## config.mk

```make
export PLATFORM = sky130hd
export DESIGN_NAME = tagged_chunk_stream_parser
export DESIGN_NICKNAME = d
export VERILOG_FILES = /design/src/design/tcsp_pkg.sv /design/src/design/tcsp_queue.sv /design/src/design/tcsp_back.sv /design/src/design/tagged_chunk_stream_parser.sv
export SDC_FILE = /design/constraint.sdc
export NUM_CORES = 2
export LEC_CHECK = 0
export BUFFER_PORTS_ARGS = -buffer_cell sky130_fd_sc_hd__buf_2
export CORE_MARGIN = 4
export CORE_UTILIZATION = 45
export DETAILED_ROUTE_END_ITERATION = 8
export GPL_ROUTABILITY_DRIVEN = 0
export PLACE_DENSITY = 0.63
export SLEW_MARGIN = 30
export SYNTH_ARGS = -nofsm -noshare
export SYNTH_HDL_FRONTEND = slang
export SYNTH_SLANG_ARGS = --single-unit
```

## constraint.sdc

```tcl
create_clock -name clk_i -period 6.68 [get_ports clk_i]
set_input_delay 0.668 -clock clk_i [delete_from_list [all_inputs] [get_ports clk_i]]
set_output_delay 0.668 -clock clk_i [all_outputs]
set_load 0.01 [all_outputs]
```

## src/design/tcsp_pkg.sv

```systemverilog
// Package for the tagged chunk stream parser: word types, command and
// result codes, parse phase codes, table sizes. No dependencies.
`default_nettype none
package tcsp_pkg;
  localparam int StartSlots = 8;
  localparam int ChunkSlots = 16;
  localparam int StartIdxW = $clog2(StartSlots);
  localparam int ChunkIdxW = $clog2(ChunkSlots);

  // Parse phases of the back part.
  localparam logic [1:0] PhSearch = 2'd0, PhId = 2'd1, PhSize = 2'd2, PhData = 2'd3;

  typedef enum logic [1:0] {
    CmdByte = 2'd0, CmdStart = 2'd1, CmdChunk = 2'd2, CmdNone = 2'd3
  } cmd_e;

  typedef enum logic [1:0] {
    KindData = 2'd0, KindEmpty = 2'd1, KindUnknown = 2'd2, KindOversize = 2'd3
  } kind_e;

  typedef struct packed {
    logic [1:0]  cmd;
    logic [7:0]  in_byte;
    logic [3:0]  slot_index;
    logic [31:0] entry_start_key;
    logic [31:0] entry_chunk_key;
    logic [31:0] entry_limit;
    logic        entry_enable;
  } in_word_t;

  typedef struct packed {
    logic [1:0] out_kind;
    logic [7:0] out_byte;
    logic       out_has_byte;
    logic [3:0] out_slot;
    logic       out_last;
  } out_word_t;
endpackage
`default_nettype wire

```

## src/design/tcsp_queue.sv

```systemverilog
// Two-entry word queue between the front and the back part.
// Depends on tcsp_pkg.
`default_nettype none
module tcsp_queue import tcsp_pkg::*; (
  input  wire logic     clk_i,
  input  wire logic     rst_ni,
  input  wire logic     wr_valid_i,
  output logic          wr_stall_o,
  input  wire in_word_t wr_word_i,
  output logic          rd_valid_o,
  input  wire logic     rd_take_i,
  output in_word_t      rd_word_o
);
  in_word_t   mem_q [2];
  logic       wp_q, rp_q;
  logic [1:0] cnt_q;
  logic       push, pop;

  assign wr_stall_o = cnt_q[1];
  assign rd_valid_o = cnt_q != 2'd0;
  assign rd_word_o  = mem_q[rp_q];
  assign push = wr_valid_i && !cnt_q[1];
  assign pop  = rd_take_i && rd_valid_o;

  always_ff @(posedge clk_i) begin
    if (push) mem_q[wp_q] <= wr_word_i;
  end

  always_ff @(posedge clk_i or negedge rst_ni) begin
    if (!rst_ni) begin
      wp_q <= 1'b0;
      rp_q <= 1'b0;
      cnt_q <= 2'd0;
    end else begin
      if (push) wp_q <= !wp_q;
      if (pop) rp_q <= !rp_q;
      cnt_q <= cnt_q + {1'b0, push} - {1'b0, pop};
    end
  end
endmodule
`default_nettype wire

```

## src/design/tcsp_back.sv

```systemverilog
// Back part: slot tables, parse state machine and result register.
// Depends on tcsp_pkg. A rescan of three ID bytes runs one byte a cycle unless stalled.
`default_nettype none
module tcsp_back import tcsp_pkg::*; (
  input  wire logic     clk_i,
  input  wire logic     rst_ni,
  input  wire logic     word_valid_i,
  input  wire in_word_t word_i,
  output logic          word_take_o,
  output logic          out_valid_o,
  input  wire logic     out_stall_i,
  output out_word_t     out_word_o
);
  logic [31:0] start_tab_q [StartSlots];
  logic [StartSlots-1:0] start_vld_q;
  logic [31:0] ck_start_q [ChunkSlots];
  logic [31:0] ck_chunk_q [ChunkSlots];
  logic [31:0] ck_lim_q [ChunkSlots];
  logic [ChunkSlots-1:0] ck_vld_q;

  logic [1:0]  ph_q, ph_d;
  logic [31:0] sw_q, sw_d, cw_q, cw_d, zw_q, zw_d, left_q, left_d;
  logic [2:0]  cnt_q, cnt_d;
  logic [ChunkIdxW-1:0] slot_q, slot_d;
  // Rescan: remaining ID bytes held in resc_q, count in rn_q.
  logic [23:0] resc_q, resc_d;
  logic [1:0]  rn_q, rn_d;
  logic        ov_q, ov_d;
  out_word_t   ow_q, ow_d;

  logic        busy, ready, do_byte, rescan;
  logic [7:0]  b;
  logic [31:0] sw_new, cw_new, zw_new;
  logic        start_hit;
  logic        chunk_hit;
  logic [ChunkIdxW-1:0] hit_slot;

  assign rescan = rn_q != 2'd0;
  assign busy   = ov_q && out_stall_i;
  assign ready  = !busy && !rescan;
  assign word_take_o = ready && word_valid_i;
  assign out_valid_o = ov_q;
  assign out_word_o  = ow_q;
  assign do_byte = rescan ? !busy : (word_take_o && word_i.cmd == CmdByte);
  assign b = rescan ? resc_q[23:16] : word_i.in_byte;

  assign sw_new = {sw_q[23:0], b};
  assign cw_new = {cw_q[23:0], b};
  assign zw_new = {zw_q[23:0], b};

  always_comb begin
    start_hit = 1'b0;
    for (int i = 0; i < StartSlots; i++)
      if (start_vld_q[i] && start_tab_q[i] == sw_new) start_hit = 1'b1;
  end

  always_comb begin
    chunk_hit = 1'b0;
    hit_slot = '0;
    for (int i = ChunkSlots - 1; i >= 0; i--)
      if (ck_vld_q[i] && ck_start_q[i] == sw_q && ck_chunk_q[i] == cw_new) begin
        chunk_hit = 1'b1;
        hit_slot = ChunkIdxW'(i);
      end
  end

  always_comb begin
    ph_d = ph_q; sw_d = sw_q; cw_d = cw_q; zw_d = zw_q; left_d = left_q;
    cnt_d = cnt_q; slot_d = slot_q; resc_d = resc_q; rn_d = rn_q;
    ov_d = ov_q && out_stall_i;
    ow_d = ow_q;
    if (do_byte) begin
      if (rescan) begin
        resc_d = {resc_q[15:0], 8'd0};
        rn_d = rn_q - 2'd1;
      end
      unique case (ph_q)
        PhSearch: begin
          sw_d = sw_new;
          if (start_hit) begin
            cnt_d = 3'd0;
            ph_d = PhId;
          end
        end
        PhId: begin
          cw_d = cw_new;
          cnt_d = cnt_q + 3'd1;
          if (cnt_q == 3'd3 && rescan) begin
            // Cannot arise in a rescan of three bytes; kept for completeness.
            cnt_d = cnt_q + 3'd1;
          end else if (cnt_q == 3'd3) begin
            if (chunk_hit) begin
              slot_d = hit_slot;
              cnt_d = 3'd0;
              ph_d = PhSize;
            end else begin
              // The first ID byte re-enters the search window now; the
              // other three follow over the next cycles.
              sw_d = {24'd0, cw_q[23:16]};
              cw_d = '0; zw_d = '0; cnt_d = 3'd0;
              ph_d = PhSearch;
              resc_d = {cw_q[15:0], b};
              rn_d = 2'd3;
              ov_d = 1'b1;
              ow_d = '{out_kind: KindUnknown, out_byte: 8'd0, out_has_byte: 1'b0,
                       out_slot: 4'd0, out_last: 1'b0};
              for (int i = 0; i < StartSlots; i++)
                if (start_vld_q[i] && start_tab_q[i] == {24'd0, cw_q[23:16]})
                  ph_d = PhId;
            end
          end
        end
        PhSize: begin
          zw_d = zw_new;
          cnt_d = cnt_q + 3'd1;
          if (cnt_q == 3'd3) begin
            if (ck_lim_q[slot_q] != 32'd0 && zw_new > ck_lim_q[slot_q]) begin
              sw_d = '0; cw_d = '0; zw_d = '0; cnt_d = 3'd0; ph_d = PhSearch;
              ov_d = 1'b1;
              ow_d = '{out_kind: KindOversize, out_byte: 8'd0, out_has_byte: 1'b0,
                       out_slot: 4'(slot_q), out_last: 1'b0};
            end else if (zw_new == 32'd0) begin
              sw_d = '0; cw_d = '0; zw_d = '0; cnt_d = 3'd0; ph_d = PhSearch;
              ov_d = 1'b1;
              ow_d = '{out_kind: KindEmpty, out_byte: 8'd0, out_has_byte: 1'b0,
                       out_slot: 4'(slot_q), out_last: 1'b1};
            end else begin
              left_d = zw_new;
              ph_d = PhData;
            end
          end
        end
        default: begin
          ov_d = 1'b1;
          ow_d = '{out_kind: KindData, out_byte: b, out_has_byte: 1'b1,
                   out_slot: 4'(slot_q), out_last: left_q <= 32'd1};
          if (left_q <= 32'd1) begin
            left_d = '0;
            sw_d = '0; cw_d = '0; zw_d = '0; cnt_d = 3'd0; ph_d = PhSearch;
          end else begin
            left_d = left_q - 32'd1;
          end
        end
      endcase
    end
  end

  always_ff @(posedge clk_i) begin
    if (word_take_o && word_i.entry_enable) begin
      if (word_i.cmd == CmdStart && 32'(word_i.slot_index) < StartSlots)
        start_tab_q[StartIdxW'(word_i.slot_index)] <= word_i.entry_start_key;
      if (word_i.cmd == CmdChunk && 32'(word_i.slot_index) < ChunkSlots) begin
        ck_start_q[ChunkIdxW'(word_i.slot_index)] <= word_i.entry_start_key;
        ck_chunk_q[ChunkIdxW'(word_i.slot_index)] <= word_i.entry_chunk_key;
        ck_lim_q[ChunkIdxW'(word_i.slot_index)]   <= word_i.entry_limit;
      end
    end
    ow_q <= ow_d;
    resc_q <= resc_d;
  end

  always_ff @(posedge clk_i or negedge rst_ni) begin
    if (!rst_ni) begin
      start_vld_q <= '0; ck_vld_q <= '0;
      ph_q <= PhSearch; sw_q <= '0; cw_q <= '0; zw_q <= '0; left_q <= '0;
      cnt_q <= '0; slot_q <= '0; rn_q <= '0; ov_q <= 1'b0;
    end else begin
      if (word_take_o && word_i.cmd == CmdStart && 32'(word_i.slot_index) < StartSlots)
        start_vld_q[StartIdxW'(word_i.slot_index)] <= word_i.entry_enable;
      if (word_take_o && word_i.cmd == CmdChunk && 32'(word_i.slot_index) < ChunkSlots)
        ck_vld_q[ChunkIdxW'(word_i.slot_index)] <= word_i.entry_enable;
      ph_q <= ph_d; sw_q <= sw_d; cw_q <= cw_d; zw_q <= zw_d; left_q <= left_d;
      cnt_q <= cnt_d; slot_q <= slot_d; rn_q <= rn_d; ov_q <= ov_d;
    end
  end
endmodule
`default_nettype wire

```

## src/design/tagged_chunk_stream_parser.sv

```systemverilog
// Top level of the tagged chunk stream parser.
// Depends on tcsp_pkg, tcsp_queue and tcsp_back.
//
// Usage: input words (stream bytes and slot-table writes) enter on
// in_valid_i/in_stall_o with payload in_word_i. Result words leave on
// out_valid_o/out_stall_i with payload out_word_o. A word is moved at a
// rising edge where valid is high and stall is low.
// The front part is a two-entry queue that accepts a word every cycle while
// it has room. The back part takes one queued word per cycle while its result
// is not stalled and no rescan runs; out_valid_o for a stream byte's result
// (if any) rises in the cycle after the back part takes the byte.
// When an unknown chunk ID is dropped, the back part feeds the ID bytes back
// to the start ID search, the last three one at a time from its rescan
// register, and takes no new word meanwhile; apart from these rescans and
// output stalls, the sustained rate is one word per cycle.
// The back part holds a single result register; if the receiver stalls, the
// back part stops and the queue fills, then in_stall_o rises.
// Reset clears the queue, the parse state and all table valid bits; table
// contents are undefined until written.
`default_nettype none
module tagged_chunk_stream_parser import tcsp_pkg::*; (
  input  wire logic     clk_i,
  input  wire logic     rst_ni,
  input  wire logic     in_valid_i,
  output logic          in_stall_o,
  input  wire in_word_t in_word_i,
  output logic          out_valid_o,
  input  wire logic     out_stall_i,
  output out_word_t     out_word_o
);
  logic     q_valid, q_take;
  in_word_t q_word;

  tcsp_queue u_queue (
    .clk_i, .rst_ni,
    .wr_valid_i(in_valid_i), .wr_stall_o(in_stall_o), .wr_word_i(in_word_i),
    .rd_valid_o(q_valid), .rd_take_i(q_take), .rd_word_o(q_word)
  );

  tcsp_back u_back (
    .clk_i, .rst_ni,
    .word_valid_i(q_valid), .word_i(q_word), .word_take_o(q_take),
    .out_valid_o, .out_stall_i, .out_word_o
  );

  // A held result must not change while the receiver stalls.
  a_out_hold: assert property (@(posedge clk_i) disable iff (!rst_ni)
    out_valid_o && out_stall_i |=> out_valid_o && $stable(out_word_o))
    else $error("result changed under stall");

  // Payload words always carry a byte; other kinds never do.
  a_has_byte: assert property (@(posedge clk_i) disable iff (!rst_ni)
    out_valid_o |-> (out_word_o.out_has_byte == (out_word_o.out_kind == KindData)))
    else $error("has_byte inconsistent with kind");

  // The back part takes nothing while its result is stalled.
  a_no_take: assert property (@(posedge clk_i) disable iff (!rst_ni)
    out_valid_o && out_stall_i |-> !q_take)
    else $error("word taken while stalled");
endmodule
`default_nettype wire

```

Yosys cells after proc, flatten, opt, wreduce, memory -nomap -nowiden
Memory sizes are Yosys's and may differ from the RTL's.
Cells that the tools add are included.
Operators by class
  multiplexer cells: 130
  $lt $le $gt $ge: 7
  bitwise operators: 3
  eq/ne operators: 61
  add/subtract/negate cells: 5
  reduce and logical (&&, ||, !) cells: 85
Operator list (count)
  $eq A32 B32 Y1: 40
  $mux W32: 11
  $mux W24: 14
  $eq A32 B8 Y1: 8
  $pmux W24 S3: 2
  $mux W16: 6
  $pmux W32 S3: 1
  $mux W4: 16
  $pmux W32 S2: 1
  $logic_and A1 B1 Y1: 63
  $mux W1: 50
  $pmux W16 S3: 1
  $gt A32 B32 Y1: 1
  $le A32 B1 Y1 const B: 1
  $logic_not A32 Y1: 1
  $reduce_bool A32 Y1: 1
  $sub A32 B1 Y32 const B: 1
  $mux W2: 13
  $mux W3: 7
  $bwmux W16: 1
  $reduce_and A5 Y1: 3
  $reduce_and A7 Y1: 2
  $reduce_and A6 Y1: 2
  $pmux W3 S3: 1
  29 further kinds: 44
Storage, ports and cells
  memories kept: 5
  bits in registers: 192
  memory bits (writable): 2014
Memories
  u_back.ck_chunk_q: words 16, bits a word 32, read ports 16, clocked after Yosys merged registers in 0, write ports 1, RTL line tcsp_back.sv:17  | logic [31:0] ck_chunk_q [ChunkSlots];
  u_back.ck_lim_q: words 16, bits a word 32, read ports 1, clocked after Yosys merged registers in 0, write ports 1, RTL line tcsp_back.sv:18  | logic [31:0] ck_lim_q [ChunkSlots];
  u_back.ck_start_q: words 16, bits a word 32, read ports 16, clocked after Yosys merged registers in 0, write ports 1, RTL line tcsp_back.sv:16  | logic [31:0] ck_start_q [ChunkSlots];
  u_back.start_tab_q: words 8, bits a word 32, read ports 8, clocked after Yosys merged registers in 0, write ports 1, RTL line tcsp_back.sv:14  | logic [31:0] start_tab_q [StartSlots];
  u_queue.mem_q: words 2, bits a word 111, read ports 1, clocked after Yosys merged registers in 0, write ports 1, RTL line tcsp_queue.sv:14  | in_word_t mem_q [2];

Longest topological paths before layout
  depth in word-level cells: 25
  gate-level depth with buffers: 20
  depth with buffers taken out: 15

Modules after synthesis
From an unflattened synthesis, not the netlist that was laid out.
Second synthesis, totals
  cells, all modules: 6584
  area total of the unflattened synthesis: 98042.8 µm²
Modules (own cells, without submodules)
  tcsp_back: cells each 6220, area each 89803.6 µm², seq. area each 58716.3 µm², times used 1
  tcsp_queue: cells each 364, area each 8239.2 µm², seq. area each 6766.5 µm², times used 1

Worst setup path after synthesis
No wires, ideal clock.
  path type: register -> register
  start: register u_back.rn_q[1]
  end: memory u_back.ck_chunk_q[8][0] (enable)
  period minus slack after synthesis: 6.573 ns
  arrival time: 6.021 ns
  setup slack: 0.107 ns
  library setup time: 0.552 ns
  data required time: 6.128 ns
  stages on the path, launching flop included: 10
  buffers on the path: 4
  cell sequence: dfrtp_1 -> buf_6 -> or2_1 -> buf_6 -> clkbuf_1 -> nor2_1 -> nand3b_1 -> nand2b_1 -> clkbuf_1 -> nor2_1
On the way
  word-level cells in the longest chain between the ends: 7
Ends and longest elaborated chain
  start, declared: RTL line tcsp_back.sv:27  | logic [1:0] rn_q, rn_d;
  start signal, assigned: RTL line tcsp_back.sv:173  | cnt_q <= cnt_d; slot_q <= slot_d; rn_q <= rn_d; ov_q <= ov_d;
  $reduce_bool A2 Y1: RTL line tcsp_back.sv:38  | assign rescan = rn_q != 2'd0;
  $logic_not A1 Y1: RTL line tcsp_back.sv:40  | assign ready = !busy && !rescan;
  $logic_and A1 B1 Y1: RTL line tcsp_back.sv:40
  $logic_and A1 B1 Y1: RTL line tcsp_back.sv:41  | assign word_take_o = ready && word_valid_i;
  $logic_and A1 B1 Y1: RTL line tcsp_back.sv:149  | if (word_take_o && word_i.entry_enable) begin
  $mux W1: RTL line tcsp_back.sv:149
  $mux W1 (implied by the code): RTL line tcsp_back.sv:154  | ck_chunk_q[ChunkIdxW'(word_i.slot_index)] <= word_i.entry_chunk_key;
  end, declared: RTL line tcsp_back.sv:17
No other way between the ends.

Worst setup path in the final report
  start: register u_back.slot_q[0]
  end: register u_back.cw_q[22]
On the way
  word-level cells in the longest chain between the ends: 6
  elaborated cells on any way between the ends: 9
  classes of those cells: order compare: 1; eq/ne: 1; mux: 3; reduce/logical: 3; memory: 1
Ends and longest elaborated chain
  start, declared: RTL line tcsp_back.sv:24  | logic [ChunkIdxW-1:0] slot_q, slot_d;
  start signal, assigned: RTL line tcsp_back.sv:173
  $mem_v2 Z16 W32 (*)
  $gt A32 B32 Y1 / $reduce_bool A32 Y1 (equally long branches): RTL line tcsp_back.sv:117  | if (ck_lim_q[slot_q] != 32'd0 && zw_new > ck_lim_q[slot_q]) begin
  $logic_and A1 B1 Y1 (*): RTL line tcsp_back.sv:117
  $mux W32: RTL line tcsp_back.sv:117
  $mux W32: RTL line tcsp_back.sv:116  | if (cnt_q == 3'd3) begin
  $pmux W24 S3: RTL line tcsp_back.sv:77  | unique case (ph_q)
  end signal, assigned: RTL line tcsp_back.sv:172  | ph_q <= ph_d; sw_q <= sw_d; cw_q <= cw_d; zw_q <= zw_d; left_q <= left_d;
  end, declared: RTL line tcsp_back.sv:22  | logic [31:0] sw_q, sw_d, cw_q, cw_d, zw_q, zw_d, left_q, left_d;
Every way passes the cells marked *; elsewhere a longest branch is shown, timed or not. The select of a mux whose other input is x is not followed.
A chain may end at the register's enable or synchronous reset.

==> flow_summary.yaml <==
critical_path:
  endpoint_kind: "flip-flop"
  cp_max_fo: 31
  crit_required_ps: 7420
  r2r_setup_slack_ps: 410
  crit-reg2reg-launch: "u_back.slot_q[0]"
  cp-start-kind: "flip-flop"
  crit_arrival_ps: 7010
  critPathKind: "flip-flop to flip-flop"
  r2r-end: "u_back.cw_q[22]"
  reg2reg_depth: 17
die:
  io_pins: 133
  die_x_um: 473.6
  rows: 170
  die_area_sq_um: 224300
  core_area_sq_um: 215000
  initial_core_util_pct: 45.36
  die_y_um: 473.6
sta:
  max_slew_margin_pct: 21.14
  fin_crit_sh_pct: 93.81
  finalMaxSlewViolations: 0
  finalSetupTns_ps: 0
  worst_pin_slew_ps: 1176
  clock_skew_ps: 54.20
  rsz0062_at_grt: "no"
  finalSetupViolCount: 0
  max_freq_ghz: 0.1596
  finalCriticalPeriod_ps: 6267
  finalHoldViolations: 0
global_routing:
  grt_max_degree: 97
  antenna_found_initial: 55
  grt_pass1_wl_um: 499000
  grt.total_usage_pct: 32.04
  grt_pass1_vias: 62220
  grt_overflow: 0
logic_synthesis:
  synth.avg_cell_area_sq_um: 15.01
  synthAdderAreaFrac_pct: 0.5516
  syn_nets: 6655
  synth_top_cell_area_share_pct: 63.24
  synth-main-ff-cell: "edfxtp_1"
  synth-compound-area-share_pct: 4.296
  seq_area_frac_synth_pct: 67.14
  synth_top_area_cell: "edfxtp_1"
  synth_simple_gate_area_share_pct: 10.44
  yosysUniqueCellTypes: 99
  synthCells: 6497
  async_flop_share_pct: 6.890
  yosys_warnings: 0
  synth_top_family_by_area: "simple AND/OR/NAND/NOR gates"
  ys_top_cells_by_area: "edfxtp_1, xnor2_1, xor2_1, dfrtp_1, mux4_2"
  synth_xor_area_share_pct: 10.35
  synthMuxAreaShare_pct: 5.180
  ys_ff_latch: 2206
  synthesis.area_sq_um: 97540
  synth_edf_count: 2054
layout:
  final_util_pct: 52.14
  multi_input_area_sq_um: 30440
  nNetsFinal: 7096
  syn2layout_area_growth_pct: 14.96
  regArea_sq_um: 65550
  drive_gt1_share_pct: 16.04
  fin_area_sq_um: 112100
  fill_cells: 17480
route:
  drt_wl_total_um: 366200
  dr.pass1.iters: 7
  vias: 65940
  vias_per_cell: 6.580
  drtIter0Drc: 11830
  drc_errors: 0
  avgRoutedWirePerCell_um: 36.54
  antenna_left: 0
power:
  ir_worst_vdd_v: 0.0002958
  powerDensity_nw_per_um2: 398.6
  power_leakage_uw: 0.03664
cts:
  clockBufferDepth: 3
  post-cts-setup-buffers: 0
  cts-buffers-inserted: 225
  ctsRootBufferMaster: "clkbuf_16"
  clkLatencyLatePin_ps: 900
  h-tree-depth: 4
  cts_tree: "done"
  path_clk_slew_ps: 60
  post_cts_resize_count: 0
  clock-sinks: 2206
placed_design:
  port_buffers: 132
  dp_hpwl_um: 224600
  dpl-instance-area_sq_um: 103200
hold_path:
  min_path_cells: 3
  min_to: "u_queue.wp_q"
  min_from: "in_valid_i"
  hold_class: "primary input to flip-flop"
flow_run:
  maxCapViolations: 0
run_status:
  status: "completed"
-- metrics by stage --
stage	std cells	total power [uW]	hold slack [ps]	setup WS, ps
final	10020	44690	203.5	413.4
after global routing	9981	45320	199.4	107.5
after CTS	9976	43970	155.5	491.6
after detailed placement	9436	31090	486.7	486.3
after global placement	9433	30980	467.2	239.7
after floorplan	6497	24450	372.4	107.3
-- layout by cell type, fill, tap and decap left out, types with 27 or more instances in the layout --
master	Yosys	final
a211oi_1	27	27
a21oi_1	45	44
a221oi_1	33	33
a22o_1	51	51
buf_12	0	37
buf_2	146	132
buf_4	22	229
clkbuf_1	91	44
clkbuf_16	0	231
clkinv_1	5	45
clkinv_2	0	47
dfrtp_1	152	112
dfrtp_2	0	32
diode_2	0	45
dlygate4sd3_1	0	112
edfxtp_1	2054	2054
ha_1	43	43
inv_1	138	137
mux2_2	118	110
mux2i_1	73	72
mux4_2	128	128
nand2_1	191	191
nand2b_1	214	214
nand3_1	104	104
nand4_1	278	278
nor2_1	176	147
nor2b_1	157	154
nor3_1	110	105
nor4_1	350	341
nor4b_1	29	29
o2111ai_1	43	43
o21ai_0	107	106
o31ai_1	28	28
or4_1	38	38
xnor2_1	636	636
xor2_1	515	515
-- flip-flops by register name (all words and copies together) (netlist names) --
signal              cells
u_queue.rp_q            1
u_queue.cnt_q           2
u_back.ck_chunk_q     512
u_queue.mem_q         222
u_back.ck_lim_q       512
u_back.out_valid_o      1
u_back.ck_vld_q        16
u_back.cw_q            24
u_back.left_q          32
u_back.start_vld_q      8
u_back.resc_q          24
u_back.start_tab_q    256
u_back.slot_q           4
u_back.cnt_q            3
u_back.ck_start_q     512
u_back.zw_q            24
u_back.rn_q             2
u_back.sw_q            32
u_back.out_word_o      16
u_back.ph_q             2
u_queue.wp_q            1
-- cell families (layout without fill, tap and decap cells) --
kind of cell,Yosys count,after routing
flops,2206,2206
simple gates,1759,1759
xor+xnor,1152,1152
compound gates,564,564
buf+inv,447,1089
mux,326,326
fa+ha+maj,43,43
other cells,0,45
-- routing by layer --
metal | vias to the layer above | GRT usage [%] | part of all wire [%]
li1 | 25950 | - | -
met1 | 33170 | 43.69 | 37
met2 | 5610 | 44.94 | 42
met3 | 1197 | 10.32 | 15
met4 | 18 | 18.50 | 6.6
met5 | - | 0.7138 | 0.092
-- final cells by class --
cell class | instances | area share [%]
Antenna cell | 45 | 0.1004
Clock buffer | 293 | 5.524
Clock inverter | 135 | 1.261
Inverter | 147 | 0.4943
Multi-Input combinational cell | 3844 | 27.15
Sequential cell | 2206 | 58.46
Tap cell | 2838 | 3.167
Timing Repair Buffer | 514 | 3.840
-- synth_stat cells, types with 128 or more instances --
| master | number |
|---|---|
| buf_2 | 146 |
| nor4_1 | 350 |
| nand4_1 | 278 |
| xor2_1 | 515 |
| inv_1 | 138 |
| dfrtp_1 | 152 |
| nand2b_1 | 214 |
| nor2b_1 | 157 |
| edfxtp_1 | 2054 |
| mux4_2 | 128 |
| xnor2_1 | 636 |
| nor2_1 | 176 |
| nand2_1 | 191 |
-- worst max path at each step --
stage	depth (start not counted)	end	startpoint	slack [ps]
global placement	12	u_back.zw_q[19]	u_queue.rp_q	240
detailed placement	17	u_back.cw_q[11]	u_back.slot_q[0]	490
finish	17	u_back.cw_q[22]	u_back.slot_q[0]	410
global route	17	u_back.cw_q[22]	u_back.slot_q[0]	110
floorplan	9	u_back.ck_chunk_q[8][0]	u_back.rn_q[1]	110
CTS	17	u_back.cw_q[11]	u_back.slot_q[0]	490
-- repair_timing --
action / 4_1_cts / 5_1_grt
hold buffers: 112 / 0
endpoints found under the hold margin: 298 / 0
setup endpoints to repair: 0 / 0
-- critical path: stages, from the launching register on --
cell,delay (ps)
dfrtp_4,690
buf_12,320
buf_12,290
mux4_2,530
a22o_1,240
a221oi_1,670
ha_1,400
a211oi_1,300
nand2_1,90
a31oi_1,160
o31ai_1,110
nor3_1,700
buf_4,260
o211ai_2,150
o21ai_4,160
buf_4,310
or2_2,500
o31ai_1,160
-- where the power goes --
group / internal, uW / leakage (uW) / total, uW / switching, uW
registers: 17200 / 0.0203 / 18700 / 1540
clock network: 7440 / 0.00372 / 13000 / 5560
logic: 3470 / 0.0126 / 13000 / 9510
Note: power is estimated with default switching activity, not from simulation.
